[src/rtl/core/cdh_pkg.sv]
// Types and constants of the contact distance histogram.
`default_nettype none
package cdh_pkg;

   localparam int unsigned CHROM_W = 8;
   localparam int unsigned POS_W   = 31;
   localparam int unsigned SEL_W   = 15;
   localparam int unsigned COUNT_W = 32;
   localparam int unsigned WIDTH_W = 31;

   localparam int unsigned NUM_BINS_DEFAULT = 32768;

   localparam logic [WIDTH_W-1:0] BIN_WIDTH_RESET = 31'd10000;
   localparam logic [COUNT_W-1:0] COUNT_MAX       = '1;

   localparam logic CMD_COUNT = 1'b0;
   localparam logic CMD_READ  = 1'b1;

   typedef struct packed {
      logic               cmd;
      logic [CHROM_W-1:0] chrom_first;
      logic [CHROM_W-1:0] chrom_second;
      logic [POS_W-1:0]   pos_first;
      logic [POS_W-1:0]   pos_second;
      logic [SEL_W-1:0]   bin_select;
   } req_type;

   typedef struct packed {
      logic               counted;
      logic [SEL_W-1:0]   bin_index;
      logic [COUNT_W-1:0] bin_count;
   } rsp_type;

endpackage
`default_nettype wire

[src/rtl/core/cdh_divider.sv]
// Bit-serial restoring divider: one quotient bit per cycle.
`default_nettype none
module cdh_divider (
   input  logic                        clock,
   input  logic                        reset,
   input  logic                        start,
   input  logic [cdh_pkg::POS_W-1:0]   dividend,
   input  logic [cdh_pkg::WIDTH_W-1:0] divisor,
   output logic                        done,
   output logic [cdh_pkg::POS_W-1:0]   quotient
);
   import cdh_pkg::*;

   localparam int unsigned STEPS = POS_W;
   localparam int unsigned CNT_W = $clog2(STEPS + 1);
   localparam logic [CNT_W-1:0] LAST_STEP = CNT_W'(STEPS - 1);

   logic               run_ff,     run_in;
   logic               done_ff,    done_in;
   logic [CNT_W-1:0]   cnt_ff,     cnt_in;
   logic [POS_W-1:0]   shift_ff,   shift_in;
   logic [WIDTH_W-1:0] rem_ff,     rem_in;
   logic [WIDTH_W-1:0] divisor_ff, divisor_in;

   logic [WIDTH_W:0]   trial;
   logic [WIDTH_W+1:0] diff;
   logic               fits;

   // Bring down the next dividend bit and try the subtract.
   assign trial = {rem_ff, shift_ff[POS_W-1]};
   assign diff  = {1'b0, trial} - {2'b00, divisor_ff};
   assign fits  = ~diff[WIDTH_W+1];

   always_comb begin
      run_in     = run_ff;
      done_in    = 1'b0;
      cnt_in     = cnt_ff;
      shift_in   = shift_ff;
      rem_in     = rem_ff;
      divisor_in = divisor_ff;
      if (start) begin
         run_in     = 1'b1;
         cnt_in     = '0;
         shift_in   = dividend;
         rem_in     = '0;
         divisor_in = divisor;
      end else if (run_ff) begin
         // Quotient bits shift in where dividend bits shift out.
         shift_in = {shift_ff[POS_W-2:0], fits};
         rem_in   = fits ? diff[WIDTH_W-1:0] : trial[WIDTH_W-1:0];
         cnt_in   = cnt_ff + 1'b1;
         if (cnt_ff == LAST_STEP) begin
            run_in  = 1'b0;
            done_in = 1'b1;
         end
      end
   end

   always_ff @(posedge clock) begin
      if (reset) begin
         run_ff  <= 1'b0;
         done_ff <= 1'b0;
         cnt_ff  <= '0;
      end else begin
         run_ff  <= run_in;
         done_ff <= done_in;
         cnt_ff  <= cnt_in;
      end
      shift_ff   <= shift_in;
      rem_ff     <= rem_in;
      divisor_ff <= divisor_in;
   end

   assign done     = done_ff;
   assign quotient = shift_ff;

endmodule
`default_nettype wire

[config.mk]
export PLATFORM = sky130hd
export DESIGN_NAME = cdh_divider
export DESIGN_NICKNAME = d
export VERILOG_FILES = /design/src/rtl/core/cdh_pkg.sv /design/src/rtl/core/cdh_divider.sv
export SDC_FILE = /design/constraint.sdc
export NUM_CORES = 1
export LEC_CHECK = 0
export ABC_CLOCK_PERIOD_IN_PS = 4100
export CORE_MARGIN = 8
export CORE_UTILIZATION = 43
export CTS_CLUSTER_DIAMETER = 80
export DETAILED_ROUTE_END_ITERATION = 16
export DONT_BUFFER_PORTS = 1
export HOLD_SLACK_MARGIN = 0.08
export RECOVER_POWER = 100
export SLEW_MARGIN = 10
export SYNTH_ARGS = -nofsm -noshare
export SYNTH_HDL_FRONTEND = slang
export SYNTH_SLANG_ARGS = --single-unit
export TNS_END_PERCENT = 50
[constraint.sdc]
create_clock -name clock -period 4.1 [get_ports clock]
set_clock_uncertainty 0.05 [all_clocks]
set_input_delay 0.205 -clock clock [delete_from_list [all_inputs] [get_ports clock]]
set_output_delay 0.205 -clock clock [all_outputs]
set_load 0.02 [all_outputs]
# Word-level counts from Yosys, hierarchy flattened
# Cells that the tools add are included.
[word_totals]
reg_bits = 100
wordCells = 21
out_inout_bits = 32
input_bits = 65
[op_classes]
reduce_logical = 3
eq_ne = 1
addsub = 2
mux = 7
n_bitwise = 2
[op_table]
columns = ["cell", "count"]
rows = [
  ["two-way mux 31 bit", 3],
  ["subtractor 32 x 31 -> 33 bit", 1],
  ["adder 5 x 1 -> 5 bit (second input constant)", 1],
  ["== test 5 bit (second input constant)", 1],
  ["two-way mux 1 bit", 4],
  ["OR reduction 3 bit", 1],
  ["NOT 1 bit", 2],
  ["nonzero test 2 bit", 1],
  ["OR reduction 2 bit", 1],
]

# Longest topological paths before layout
# Gate-level depths: netlist of run 1.
[depth]
ltp_word = 4
mapped_depth = 12
mapped_depth_nobuf = 11

# Worst setup path before layout of run 1
# OpenSTA, ideal clock, no wires.
[synth_path]
path_type = "flip-flop to flip-flop"
startpoint = "reg shift_ff[30] (netlist: quotient[30])"
endpoint = "reg rem_ff[10]"
setup_ns = 0.091
arrival_ns = 2.562
path_buffers = 1
synth_period_minus_slack_ns = 2.703
required_time_ns = 3.959
setup_slack_ns = 1.397
path_stages_with_launch = 13
path_cell_list = "edfxtp_1 > inv_1 > ha_1 > fa_1 > nand2b_1 > a21oi_2 > o21ai_2 > a21oi_2 > o211ai_2 > a21boi_4 > buf_6 > o21ai_1 > a311oi_1"
[synth_between]
elab_chain_cells = 2
[synth_rtl]
columns = ["item", "line_no", "text"]
rows = [
  ["from (decl)", "cdh_divider.sv:21", "logic [POS_W-1:0] shift_ff, shift_in;"],
  ["from (signal assigned)", "cdh_divider.sv:69", "shift_ff <= shift_in;"],
  ["subtractor 32 x 31 -> 33 bit", "cdh_divider.sv:31", "assign diff = {1'b0, trial} - {2'b00, divisor_ff};"],
  ["two-way mux 31 bit", "cdh_divider.sv:50", "rem_in = fits ? diff[WIDTH_W-1:0] : trial[WIDTH_W-1:0];"],
  ["to (signal assigned)", "cdh_divider.sv:70", "rem_ff <= rem_in;"],
  ["to (decl)", "cdh_divider.sv:22", "logic [WIDTH_W-1:0] rem_ff, rem_in;"],
]
# No other way between the ends.
# A chain may end at the register's enable or synchronous reset.

# Final worst setup path of run 1
[layout_path]
startpoint = "reg shift_ff[30] (netlist: quotient[30])"
endpoint = "reg rem_ff[8]"
# The elaborated chain is that of the path after synthesis.

==> metrics.txt, run 1 <==
# TYPE chip_impl_metric gauge
chip_impl_metric{name="final_period_minus_worst_setup_slack",unit="ps"} 3480
chip_impl_metric{name="gp_routability_congestion",unit=""} 0.845
chip_impl_info{name="netlist_top_cells_area",value="edfxtp_1, dfxtp_1, ha_1"} 1
chip_impl_metric{name="cts-htree-levels",unit=""} 3
chip_impl_metric{name="finalMaxSlewViolations",unit=""} 122
chip_impl_metric{name="routed_wirelength",unit="microns"} 14100
chip_impl_metric{name="hold_depth",unit=""} 2
chip_impl_metric{name="ff2ff_path_depth",unit=""} 11
chip_impl_metric{name="dp_hpwl",unit="microns"} 9160
chip_impl_metric{name="dr_wl_cell",unit="microns"} 17.6
chip_impl_metric{name="cap_viol_max_count",unit=""} 2
chip_impl_metric{name="antennaDiodeCount",unit=""} 0
chip_impl_metric{name="final_net_count",unit=""} 717
chip_impl_metric{name="fin_ws",unit="ps"} 623
chip_impl_metric{name="die_boundary_height",unit="microns"} 132
chip_impl_info{name="outcome",value="finished, violations left"} 1
chip_impl_metric{name="grt_max_degree",unit=""} 91
chip_impl_metric{name="slew_headroom",unit="%"} -45.1
chip_impl_metric{name="critPathRequiredTime",unit="ps"} 4270
chip_impl_metric{name="io_pins",unit=""} 97
chip_impl_metric{name="grt_util_met2",unit="%"} 28.3
chip_impl_metric{name="dieArea",unit="sq mm"} 0.0173
chip_impl_metric{name="drt_pre_antenna_iters",unit=""} 5
chip_impl_info{name="synth.cells.most_frequent",value="edfxtp_1, nor2_1, inv_1"} 1
chip_impl_info{name="post-synth-top-area-cell",value="edfxtp_1"} 1
chip_impl_metric{name="max-vdd-ir-drop",unit="uV"} 224
chip_impl_metric{name="layout-drive-gt1-share",unit="%"} 9.79
chip_impl_metric{name="routed_antenna_nets",unit=""} 0
chip_impl_metric{name="average_cell_area_after_synthesis",unit="sq um"} 10.1
chip_impl_metric{name="ys_async_sr_fraction",unit="%"} 0
chip_impl_metric{name="placeableCoreArea",unit="sq mm"} 0.0131
chip_impl_info{name="hp-class",value="in2reg"} 1
chip_impl_metric{name="global_route.overflow_total",unit=""} 0
chip_impl_metric{name="synth-seq-area-share",unit="%"} 45.7
chip_impl_metric{name="numPlacedInstances",unit=""} 718
chip_impl_metric{name="grt_first_pass_wirelength",unit="microns"} 23400
chip_impl_metric{name="groute.usage.overall",unit="%"} 16.5
chip_impl_metric{name="postSynthNetCount",unit=""} 667
chip_impl_metric{name="via_per_inst",unit=""} 5.56
chip_impl_metric{name="number_of_flops_mapped_to_enable_cells_by_yosys",unit=""} 62
chip_impl_metric{name="drt_first_iter_violations",unit=""} 380
chip_impl_info{name="grt_setup_unrepaired",value="no"} 1
chip_impl_info{name="worstSetupStartpointType",value="register"} 1
chip_impl_metric{name="vias_in_the_first_global_route",unit=""} 4532
chip_impl_metric{name="cts-root-to-sink-buffers",unit=""} 2
chip_impl_metric{name="synth.ff_latch_count",unit=""} 100
chip_impl_metric{name="worstPathArrival",unit="ps"} 3640
chip_impl_metric{name="max_slew.worst_pin.slew",unit="ps"} 2180
chip_impl_info{name="synthMostInstantiatedCell",value="edfxtp_1"} 1
chip_impl_metric{name="post-route-drc-count",unit=""} 0
chip_impl_metric{name="clock-sinks",unit=""} 100
chip_impl_info{name="yosys_most_used_dff",value="edfxtp_1"} 1
chip_impl_metric{name="port_buffers",unit=""} 0
chip_impl_metric{name="syn_to_final_growth",unit="%"} 17.6
chip_impl_info{name="grt_most_used_layer",value="met2"} 1
chip_impl_metric{name="pre_cts_slack",unit="ps"} 678
chip_impl_metric{name="die_x",unit="microns"} 132
chip_impl_metric{name="fin_crit_sh",unit="%"} 84.8
chip_impl_info{name="tritoncts",value="built"} 1
chip_impl_metric{name="timing.critical_path.fanout_max",unit=""} 26
chip_impl_metric{name="syn_area",unit="sq mm"} 0.00574
chip_impl_metric{name="post-cts-setup-buffer-count",unit=""} 0
chip_impl_metric{name="static-leakage-power",unit="nW"} 2.64
chip_impl_metric{name="tritoncts.num_buffers",unit=""} 9
chip_impl_metric{name="post_cts_resized",unit=""} 0
chip_impl_metric{name="max_clock_freq",unit="MHz"} 288
chip_impl_metric{name="grt_use_met1",unit="%"} 19.6
chip_impl_metric{name="initial_utilization",unit="%"} 43.7
chip_impl_metric{name="sum_of_negative_setup_slack",unit="ps"} 0
chip_impl_metric{name="gr-usage-met3",unit="%"} 4.00
chip_impl_info{name="failed_checks",value="max-capacitance violations, max-slew violations"} 1
chip_impl_metric{name="grt_antenna_before_repair",unit=""} 0
chip_impl_info{name="crit_path_kind",value="reg2reg"} 1
chip_impl_metric{name="final-hold-violation-count",unit=""} 0
chip_impl_metric{name="clk_transition_reported_paths",unit="ps"} 70
chip_impl_metric{name="synth.top_cell.area_share",unit="%"} 32.4
chip_impl_metric{name="num_rows",unit=""} 42
chip_impl_metric{name="synth-warning-count",unit=""} 0
chip_impl_metric{name="clkLatencyLatePin",unit="ps"} 360
chip_impl_metric{name="cellPowerDensity",unit="mW/mm^2"} 390
chip_impl_metric{name="post_synth_num_cell_types",unit=""} 55
chip_impl_info{name="root_buffer",value="clkbuf_16"} 1
chip_impl_metric{name="post-layout-total-power",unit="mW"} 2.63
chip_impl_metric{name="detailroute.via_count",unit=""} 4441
chip_impl_metric{name="setup_viol_count_final",unit=""} 0
chip_impl_metric{name="cells_after_synthesis",unit=""} 568
chip_impl_metric{name="final-instance-count-excl-fill",unit=""} 799
chip_impl_info{name="crit_path_end_kind",value="register"} 1
[worst max-delay path: stages, from the launching register on]
cell and delay (ps):
edfxtp_1 510, inv_1 80, ha_1 230, fa_1 400, nand2b_1 180, a21oi_1 280
o21ai_2 140, a21oi_2 220, o211ai_2 130, a21boi_4 620, o21ai_0 160, a311oi_1 320
[registers in the layout, summed over array words and instances (netlist names)]
| register | flops |
|---|---|
| rem_ff | 31 |
| divisor_ff | 31 |
| run_ff | 1 |
| done | 1 |
| cnt_ff | 5 |
| quotient | 31 |
[layout by cell type (no fill, tap or decap), types with 3 or more instances in the layout]
| cell type | n |
|---|---|
| nand2_1 | 30 |
| a21o_1 | 12 |
| o21a_1 | 3 |
| inv_1 | 41 |
| a21boi_0 | 3 |
| and3_1 | 5 |
| xor2_1 | 8 |
| o21ai_1 | 3 |
| o21bai_1 | 5 |
| a21oi_1 | 35 |
| o22ai_1 | 5 |
| clkbuf_16 | 9 |
| mux2_2 | 31 |
| o2111ai_1 | 3 |
| o21ai_0 | 30 |
| nand2b_1 | 4 |
| or2_2 | 4 |
| nor2_1 | 46 |
| inv_6 | 3 |
| or3_1 | 5 |
| ha_1 | 33 |
| a211oi_1 | 5 |
| nand3_1 | 28 |
| dlygate4sd3_1 | 64 |
| a311oi_1 | 22 |
| edfxtp_1 | 62 |
| o211ai_1 | 7 |
| xnor2_1 | 16 |
| nor3_1 | 5 |
| nand4_1 | 8 |
| a31oi_1 | 6 |
| clkbuf_2 | 3 |
| o2111a_1 | 3 |
| nor2b_1 | 6 |
| dfxtp_1 | 38 |
| a41oi_1 | 3 |
[path summary, 6_finish.rpt]
path,endpoint,slack [ps],startpoint
worst min register to register,rem_ff[28],450,rem_ff[27]
worst min-delay path,quotient[0],150,start
worst max-delay path,rem_ff[8],620,quotient[30]
worst max register to register,rem_ff[8],620,quotient[30]
[layer usage]
| layer | wire, microns | share of wire (%) |
|---|---|---|
| met2 | 7010 | 50 |
| met3 | 609 | 4.3 |
| met5 | 0 | 0 |
| met1 | 6260 | 44 |
| met4 | 206 | 1.5 |
[layout make-up]
cell class | count | area [sq um]
clock buffer | 10 | 229
clock inverter | 6 | 52.6
fill | 1227 | 6380
inverter | 41 | 154
multi-input combinational | 396 | 2800
sequential | 100 | 2620
tap | 176 | 220
timing repair buffer | 70 | 674
[per-stage QoR]
| stage | area (sq um) | util [%] | hold WS [ps] |
|---|---|---|---|
| global route | 6750 | 51.4 | 155 |
| finish | 6750 | 51.4 | 146 |
| global placement | 5840 | 44.4 | 221 |
| detailed placement | 5840 | 44.4 | 229 |
| floorplan | 5740 | - | 227 |
| CTS | 6790 | 51.7 | 138 |
[kinds of logic (layout without fill, tap and decap cells)]
| group | Yosys count | after routing | share of synthesized area, % |
|---|---|---|---|
| xor gates and xnor gates | 24 | 24 | 3.66 |
| and+or+nand+nor | 144 | 144 | 11.7 |
| adders and majority gates | 34 | 34 | 7.54 |
| muxes | 32 | 32 | 6.25 |
| AOI/OAI and AO/OA | 162 | 162 | 19.7 |
| DFF | 100 | 100 | 45.7 |
| buffers and inverters | 72 | 127 | 5.51 |
[power by group]
group	internal, mW	switching (mW)
combinational	0.246	0.294
sequential	1.17	0.0964
clock	0.423	0.405
[timing repair]
action	CTS	global route
endpoints found under the hold margin	128	0
setup endpoints to repair	0	0
hold buffers	65	0
Power figures use the tool's default switching activity.
==> run 2, diff against run 1 <==
ABC_AREA = 1   (was default)
ABC_CLOCK_PERIOD_IN_PS = 3000   (was 4100)
clock period = 3 ns   (was 4.1 ns; I/O delays follow)
==> run 2 against run 1 <==
  * The run now ends clean
  * Highest routed layer unchanged
  * First-iteration DRC count increased by 12%
  * Critical endpoint is now rem_ff[30]
  * Combinational power is 27% lower
  * Cell area increased by 17%
  * Utilization down 1.1 points
  * Worst hold slack improved by 80 ps
  * Maximum frequency grew 28%
  * Via count up 34%
==> metrics.txt, run 2 <==
# TYPE chip_impl_metric gauge
chip_impl_metric{name="worstPathArrival",unit="ps"} 2970
chip_impl_metric{name="clkLatencyLatePin",unit="ps"} 360
chip_impl_metric{name="grt_first_pass_wirelength",unit="microns"} 28400
chip_impl_metric{name="port_buffers",unit=""} 0
chip_impl_metric{name="number_of_flops_mapped_to_enable_cells_by_yosys",unit=""} 62
chip_impl_metric{name="fin_crit_sh",unit="%"} 90.7
chip_impl_info{name="crit_path_kind",value="reg2reg"} 1
chip_impl_metric{name="via_per_inst",unit=""} 4.74
chip_impl_info{name="post-synth-top-area-cell",value="edfxtp_1"} 1
chip_impl_metric{name="gp_routability_congestion",unit=""} 0.927
chip_impl_info{name="yosys_most_used_dff",value="edfxtp_1"} 1
chip_impl_metric{name="clock-sinks",unit=""} 100
chip_impl_info{name="tritoncts",value="built"} 1
chip_impl_metric{name="drt_first_iter_violations",unit=""} 424
chip_impl_metric{name="critPathRequiredTime",unit="ps"} 3250
chip_impl_metric{name="initial_utilization",unit="%"} 43.5
chip_impl_metric{name="final_period_minus_worst_setup_slack",unit="ps"} 2720
chip_impl_metric{name="ys_async_sr_fraction",unit="%"} 0
chip_impl_metric{name="max-vdd-ir-drop",unit="uV"} 344
chip_impl_metric{name="dp_hpwl",unit="microns"} 12100
chip_impl_metric{name="sum_of_negative_setup_slack",unit="ps"} 0
chip_impl_metric{name="static-leakage-power",unit="nW"} 4.07
chip_impl_metric{name="syn_to_final_growth",unit="%"} 15.6
chip_impl_metric{name="vias_in_the_first_global_route",unit=""} 5696
chip_impl_metric{name="hold_depth",unit=""} 4
chip_impl_info{name="crit_path_end_kind",value="register"} 1
chip_impl_metric{name="synth.top_cell.area_share",unit="%"} 27.3
chip_impl_metric{name="grt_max_degree",unit=""} 63
chip_impl_metric{name="cellPowerDensity",unit="mW/mm^2"} 410
chip_impl_metric{name="postSynthNetCount",unit=""} 1074
chip_impl_info{name="synthMostInstantiatedCell",value="nand2_1"} 1
chip_impl_metric{name="slew_headroom",unit="%"} 1.70
chip_impl_info{name="hp-class",value="in2reg"} 1
chip_impl_metric{name="post_synth_num_cell_types",unit=""} 38
chip_impl_metric{name="syn_area",unit="sq mm"} 0.00681
chip_impl_metric{name="global_route.overflow_total",unit=""} 0
chip_impl_metric{name="post-cts-setup-buffer-count",unit=""} 0
chip_impl_metric{name="detailroute.via_count",unit=""} 5945
chip_impl_metric{name="max_slew.worst_pin.slew",unit="ps"} 1470
chip_impl_info{name="grt_setup_unrepaired",value="no"} 1
chip_impl_metric{name="post-layout-total-power",unit="mW"} 3.23
chip_impl_metric{name="dr_wl_cell",unit="microns"} 14.0
chip_impl_metric{name="die_boundary_height",unit="microns"} 142
chip_impl_metric{name="synth-warning-count",unit=""} 0
chip_impl_metric{name="max_clock_freq",unit="MHz"} 368
chip_impl_info{name="netlist_top_cells_area",value="edfxtp_1, nand2_1, dfxtp_1"} 1
chip_impl_metric{name="routed_wirelength",unit="microns"} 17600
chip_impl_metric{name="final_net_count",unit=""} 1131
chip_impl_metric{name="routed_antenna_nets",unit=""} 0
chip_impl_info{name="outcome",value="finished, final reports clean"} 1
chip_impl_metric{name="final-instance-count-excl-fill",unit=""} 1253
chip_impl_metric{name="finalMaxSlewViolations",unit=""} 0
chip_impl_metric{name="final-hold-violation-count",unit=""} 0
chip_impl_metric{name="synth.ff_latch_count",unit=""} 100
chip_impl_info{name="final_cell_mix",value="nand2_1, inv_1, nand3_1"} 1
chip_impl_metric{name="setup_viol_count_final",unit=""} 0
chip_impl_metric{name="antennaDiodeCount",unit=""} 0
chip_impl_metric{name="groute.usage.overall",unit="%"} 17.8
chip_impl_info{name="worstSetupStartpointType",value="register"} 1
chip_impl_metric{name="average_cell_area_after_synthesis",unit="sq um"} 6.98
chip_impl_metric{name="synth-seq-area-share",unit="%"} 38.5
chip_impl_info{name="layout_commonest_cell",value="nand2_1"} 1
chip_impl_metric{name="cells_after_synthesis",unit=""} 975
chip_impl_metric{name="post-route-drc-count",unit=""} 0
chip_impl_metric{name="die_x",unit="microns"} 142
chip_impl_metric{name="grt_antenna_before_repair",unit=""} 0
chip_impl_metric{name="io_pins",unit=""} 97
chip_impl_info{name="root_buffer",value="clkbuf_16"} 1
chip_impl_metric{name="timing.critical_path.fanout_max",unit=""} 33
chip_impl_metric{name="drt_pre_antenna_iters",unit=""} 5
chip_impl_metric{name="cts-root-to-sink-buffers",unit=""} 2
chip_impl_metric{name="cap_viol_max_count",unit=""} 0
chip_impl_metric{name="dieArea",unit="sq mm"} 0.0201
chip_impl_metric{name="clk_transition_reported_paths",unit="ps"} 70
chip_impl_metric{name="ff2ff_path_depth",unit=""} 17
chip_impl_metric{name="num_rows",unit=""} 46
chip_impl_info{name="synth.cells.most_frequent",value="nand2_1, inv_1, nand3_1"} 1
chip_impl_metric{name="cts-htree-levels",unit=""} 3
chip_impl_metric{name="numPlacedInstances",unit=""} 1173
chip_impl_metric{name="layout-drive-gt1-share",unit="%"} 7.52
chip_impl_metric{name="placeableCoreArea",unit="sq mm"} 0.0157
chip_impl_metric{name="tritoncts.num_buffers",unit=""} 9
## run 2: cell count changes in the layout (fill, tap and decap cells not counted), sizes merged, moves of 15 or more
cell	delta
inv	+148
nand3	+49
a21oi	-15
mux2	-31
a311oi	-22
nand3b	+22
o21ai	-19
nand2	+375
## run 2: cells by family (layout without fill, tap and decap cells)
family	after synthesis	count (layout)	share of synthesized area, %
simple gates	574	574	37.2
buf+inv	213	275	12.5
flops	100	100	38.5
compound gates	43	43	4.08
fa+ha+maj	34	34	6.36
xor+xnor	11	11	1.42
## run 2: report_power, final
part	leakage [nW]	switching [mW]	internal [mW]
clock network	0.142	0.585	0.588
registers	0.929	0.104	1.56
logic	3.00	0.241	0.153
total	4.07	0.930	2.30
## run 2: worst max-delay path: stages, from the launching register on
cell and delay (ps):
edfxtp_1 480, inv_1 110, ha_1 240, fa_1 430, inv_1 120, nand2_1 70
nand2_1 60, nand3b_1 80, nand2_2 110, nand2_2 80, nand2_4 70, nand2_4 50
clkbuf_4 320, nand3b_1 180, nand2_1 60, inv_1 60, nand2_1 50, nand2_1 50
## run 2: worst paths after layout
kind,from,endpoint,slack (ps)
hold reg to reg,rem_ff[26],rem_ff[26],420
setup reg to reg,quotient[30],rem_ff[30],280
setup / recovery,quotient[30],rem_ff[30],280
hold / removal,start,rem_ff[8],230
## run 2: per-layer routing
metal / global-route usage (%) / wire length (microns) / up-vias
li1: - / - / 3120
met1: 22.5 / 8110 / 2650
met2: 29.0 / 8000 / 160
met3: 5.68 / 1260 / 15
met4: 3.84 / 228 / 0
met5: 0 / 0 / -
## run 2: cell type report
cell class                      instances  area [sq um]
Multi-Input combinational cell        662          3310
Inverter                              190           713
Tap cell                              216           270
Clock inverter                          6          57.6
Fill cell                            1588          7790
Clock buffer                           10           229
Sequential cell                       100          2620
Timing Repair Buffer                   69           668
## run 2: per-stage QoR
stage / hold slack, ps / setup WS, ps / utilization (%) / area [sq um]
final: 226 / 280 / 50.3 / 7870
after global routing: 241 / 48.7 / 50.3 / 7870
after CTS: 129 / 262 / 50.7 / 7940
after detailed placement: 171 / 269 / 44.7 / 7000
after global placement: 170 / 346 / 44.7 / 7000
after floorplan: 169 / 720 / - / 6810
## run 2: timing repair
action,in CTS,in global routing
gates resized for setup,0,0
endpoints found under the hold margin,100,0
hold buffers,64,0
==> run 3, diff against run 2 <==
--- a/config.mk
+++ b/config.mk
@@ -11,3 +11,3 @@
 export CORE_UTILIZATION = 43
-export CTS_CLUSTER_DIAMETER = 80
+export CTS_CLUSTER_DIAMETER = 100
 export DETAILED_ROUTE_END_ITERATION = 16
@@ -16,2 +16,3 @@
 export RECOVER_POWER = 100
+export REMOVE_ABC_BUFFERS = 1
 export SLEW_MARGIN = 10
==> constraint.sdc (replaced) <==
create_clock -name clock -period 3 [get_ports clock]
set_clock_uncertainty 0.05 [all_clocks]
set_input_delay 0.3 -clock clock [delete_from_list [all_inputs] [get_ports clock]]
set_output_delay 0.3 -clock clock [all_outputs]
set_load 0.02 [all_outputs]
==> run 3 against run 2 <==
  * The flow now finishes with violations (max-capacitance violations, max-slew violations)
  * Setup slack better by 16 ps
  * Sequential share of layout area is 0.26 points lower
  * Non-clock buffer count is 2 higher
  * Largest cell class unchanged
  * Largest power group unchanged
  * Highest routed layer unchanged
==> metrics.txt, run 3 (synthesized netlist as in run 2, its figures left out) <==
# TYPE chip_impl_metric gauge
chip_impl_metric{name="tritoncts.num_buffers",unit=""} 9
chip_impl_metric{name="finalMaxSlewViolations",unit=""} 49
chip_impl_info{name="layout_commonest_cell",value="nand2_1"} 1
chip_impl_metric{name="wl_met1",unit="microns"} 8240
chip_impl_metric{name="groute.usage.overall",unit="%"} 18.3
chip_impl_info{name="root_buffer",value="clkbuf_16"} 1
chip_impl_info{name="tritoncts",value="built"} 1
chip_impl_metric{name="via_per_inst",unit=""} 4.72
chip_impl_metric{name="holdWs",unit="ps"} 80.9
chip_impl_metric{name="initial_utilization",unit="%"} 43.5
chip_impl_metric{name="die_boundary_height",unit="microns"} 142
chip_impl_info{name="crit_path_start",value="quotient[30]"} 1
chip_impl_metric{name="multi_input_comb_area",unit="sq mm"} 0.00332
chip_impl_info{name="cp_slowest_cell",value="edfxtp_1"} 1
chip_impl_metric{name="rrSetupSlack",unit="ps"} 300
chip_impl_metric{name="routed_wirelength",unit="microns"} 17800
chip_impl_metric{name="max_clock_freq",unit="MHz"} 370
chip_impl_metric{name="static-leakage-power",unit="nW"} 4.09
chip_impl_metric{name="dp_hpwl",unit="microns"} 12400
chip_impl_metric{name="antennaDiodeCount",unit=""} 0
chip_impl_metric{name="final_period_minus_worst_setup_slack",unit="ps"} 2700
chip_impl_metric{name="grt_first_pass_wirelength",unit="microns"} 29200
chip_impl_metric{name="syn_to_final_growth",unit="%"} 16.5
chip_impl_metric{name="pre_cts_slack",unit="ps"} 230
chip_impl_metric{name="sum_of_negative_setup_slack",unit="ps"} 0
chip_impl_metric{name="post-layout-total-power",unit="mW"} 3.30
chip_impl_info{name="hold_start",value="dividend[26]"} 1
chip_impl_metric{name="routed_antenna_nets",unit=""} 0
chip_impl_metric{name="utilization",unit="%"} 50.7
chip_impl_metric{name="cp_slowest_stage_delay",unit="ps"} 470
chip_impl_info{name="outcome",value="finished, violations left"} 1
chip_impl_metric{name="clk_transition_reported_paths",unit="ps"} 90
chip_impl_metric{name="num_rows",unit=""} 46
chip_impl_metric{name="post-route-drc-count",unit=""} 0
chip_impl_metric{name="cts-root-to-sink-buffers",unit=""} 2
chip_impl_metric{name="final_net_count",unit=""} 1133
chip_impl_metric{name="port_buffers",unit=""} 0
chip_impl_info{name="failed_checks",value="max-capacitance violations, max-slew violations"} 1
chip_impl_metric{name="register_area",unit="sq mm"} 0.00262
chip_impl_metric{name="placeableCoreArea",unit="sq mm"} 0.0157
chip_impl_metric{name="clkLatencyLatePin",unit="ps"} 370
chip_impl_info{name="top_layer_used",value="met4"} 1
chip_impl_metric{name="max_slew.worst_pin.slew",unit="ps"} 2700
chip_impl_metric{name="grt_antenna_before_repair",unit=""} 0
chip_impl_info{name="final_cell_mix",value="nand2_1, inv_1, nand3_1"} 1
chip_impl_info{name="crit_path_end_kind",value="register"} 1
chip_impl_metric{name="final-hold-violation-count",unit=""} 0
chip_impl_metric{name="cap_viol_max_count",unit=""} 1
chip_impl_metric{name="max-vdd-ir-drop",unit="uV"} 350
chip_impl_metric{name="grt_max_degree",unit=""} 49
chip_impl_metric{name="slew_headroom",unit="%"} -80.2
chip_impl_metric{name="clock-sinks",unit=""} 100
chip_impl_metric{name="routed_length_on_met2",unit="microns"} 8160
chip_impl_info{name="worst_hold_path.endpoint",value="quotient[26]"} 1
chip_impl_info{name="regToRegEndpoint",value="rem_ff[26]"} 1
chip_impl_info{name="timing.critical_path.mode_cell",value="nand2_1"} 1
chip_impl_metric{name="ff2ff_path_depth",unit=""} 17
chip_impl_metric{name="cellPowerDensity",unit="mW/mm^2"} 416
chip_impl_info{name="cp_cell_sequence",value="inv_1, ha_1, fa_1, inv_1, nand2_1, nand2_1, nand3b_1, nand2_2, nand2_1, nand2_4, nand2_4, buf_4, nand3b_1, nand2_1, inv_2, nand2_1, nand2_1"} 1
chip_impl_metric{name="fin_ws",unit="ps"} 295
chip_impl_metric{name="wl_met3",unit="microns"} 1030
chip_impl_metric{name="layout-drive-gt1-share",unit="%"} 7.70
chip_impl_metric{name="dieArea",unit="sq mm"} 0.0201
chip_impl_metric{name="vias_in_the_first_global_route",unit=""} 5809
chip_impl_metric{name="drt_first_iter_violations",unit=""} 401
chip_impl_info{name="crit-reg2reg-launch",value="quotient[30]"} 1
chip_impl_info{name="grt_setup_unrepaired",value="no"} 1
chip_impl_info{name="worstSetupStartpointType",value="register"} 1
chip_impl_metric{name="critPathRequiredTime",unit="ps"} 3250
chip_impl_metric{name="detailroute.via_count",unit=""} 5929
chip_impl_metric{name="io_pins",unit=""} 97
chip_impl_metric{name="die_x",unit="microns"} 142
chip_impl_metric{name="timing.critical_path.fanout_max",unit=""} 22
chip_impl_metric{name="fin_crit_sh",unit="%"} 90.2
chip_impl_metric{name="global_route.overflow_total",unit=""} 0
chip_impl_info{name="hp-class",value="in2reg"} 1
chip_impl_metric{name="cts-htree-levels",unit=""} 3
chip_impl_metric{name="dr_wl_cell",unit="microns"} 14.2
chip_impl_metric{name="worstPathArrival",unit="ps"} 2960
chip_impl_info{name="crit_path_kind",value="reg2reg"} 1
chip_impl_metric{name="hold_depth",unit=""} 2
chip_impl_metric{name="drt_pre_antenna_iters",unit=""} 5
chip_impl_metric{name="nFillCells",unit=""} 1599
chip_impl_metric{name="gp_routability_congestion",unit=""} 0.935
chip_impl_metric{name="setup_viol_count_final",unit=""} 0
run 3: routing by layer:
| layer | up-vias | track usage (%) |
|---|---|---|
| met1 | 2648 | 23.4 |
| met3 | 19 | 4.37 |
| met4 | 0 | 6.16 |
| met5 | - | 0 |
| li1 | 3116 | - |
| met2 | 146 | 29.7 |
run 3: stage by stage:
step / instances / cell area [sq um]
after floorplan: 952 / 6670
after global placement: 1175 / 7000
after detailed placement: 1175 / 7000
after CTS: 1255 / 7980
after global routing: 1255 / 7930
final: 1255 / 7930
run 3: how the worst max path moves through the flow:
stage	to	slack [ps]	depth (start not counted)
after floorplan	rem_ff[3]	470	15
after global placement	rem_ff[22]	300	15
after detailed placement	rem_ff[15]	230	15
after CTS	rem_ff[26]	200	15
after global routing	rem_ff[26]	50	17
final	rem_ff[26]	300	17
run 3: what timing repair did:
| action | in CTS | in global routing |
|---|---|---|
| resized for setup | 0 | 1 |
| setup buffers | 0 | 0 |
| setup endpoints to repair | 0 | 4 |
| hold buffers | 64 | 0 |
| endpoints found under the hold margin | 92 | 0 |
run 3: cell type report:
class / count / area share (%)
clock inverters: 7 / 1.21
flip-flops and latches: 100 / 33.1
repair buffers: 71 / 8.55
inverters: 190 / 8.99
well taps: 216 / 3.41
multi-input cells: 662 / 41.9
clock buffers: 9 / 2.84
run 3: worst max-delay path, delay by kind of cell (launching register included):
family | cells | cell delay [ps]
adder cells (fa/ha/maj) | 2 | 650
buffers and inverters | 4 | 520
flip-flops | 1 | 470
AND/OR/NAND/NOR | 11 | 940
run 3: power breakdown:
part	switching, mW	leakage (nW)	internal (mW)	total [mW]
logic	0.240	3.01	0.154	0.394
clock network	0.637	0.155	0.607	1.24
registers	0.100	0.929	1.56	1.66
total	0.977	4.09	2.32	3.30
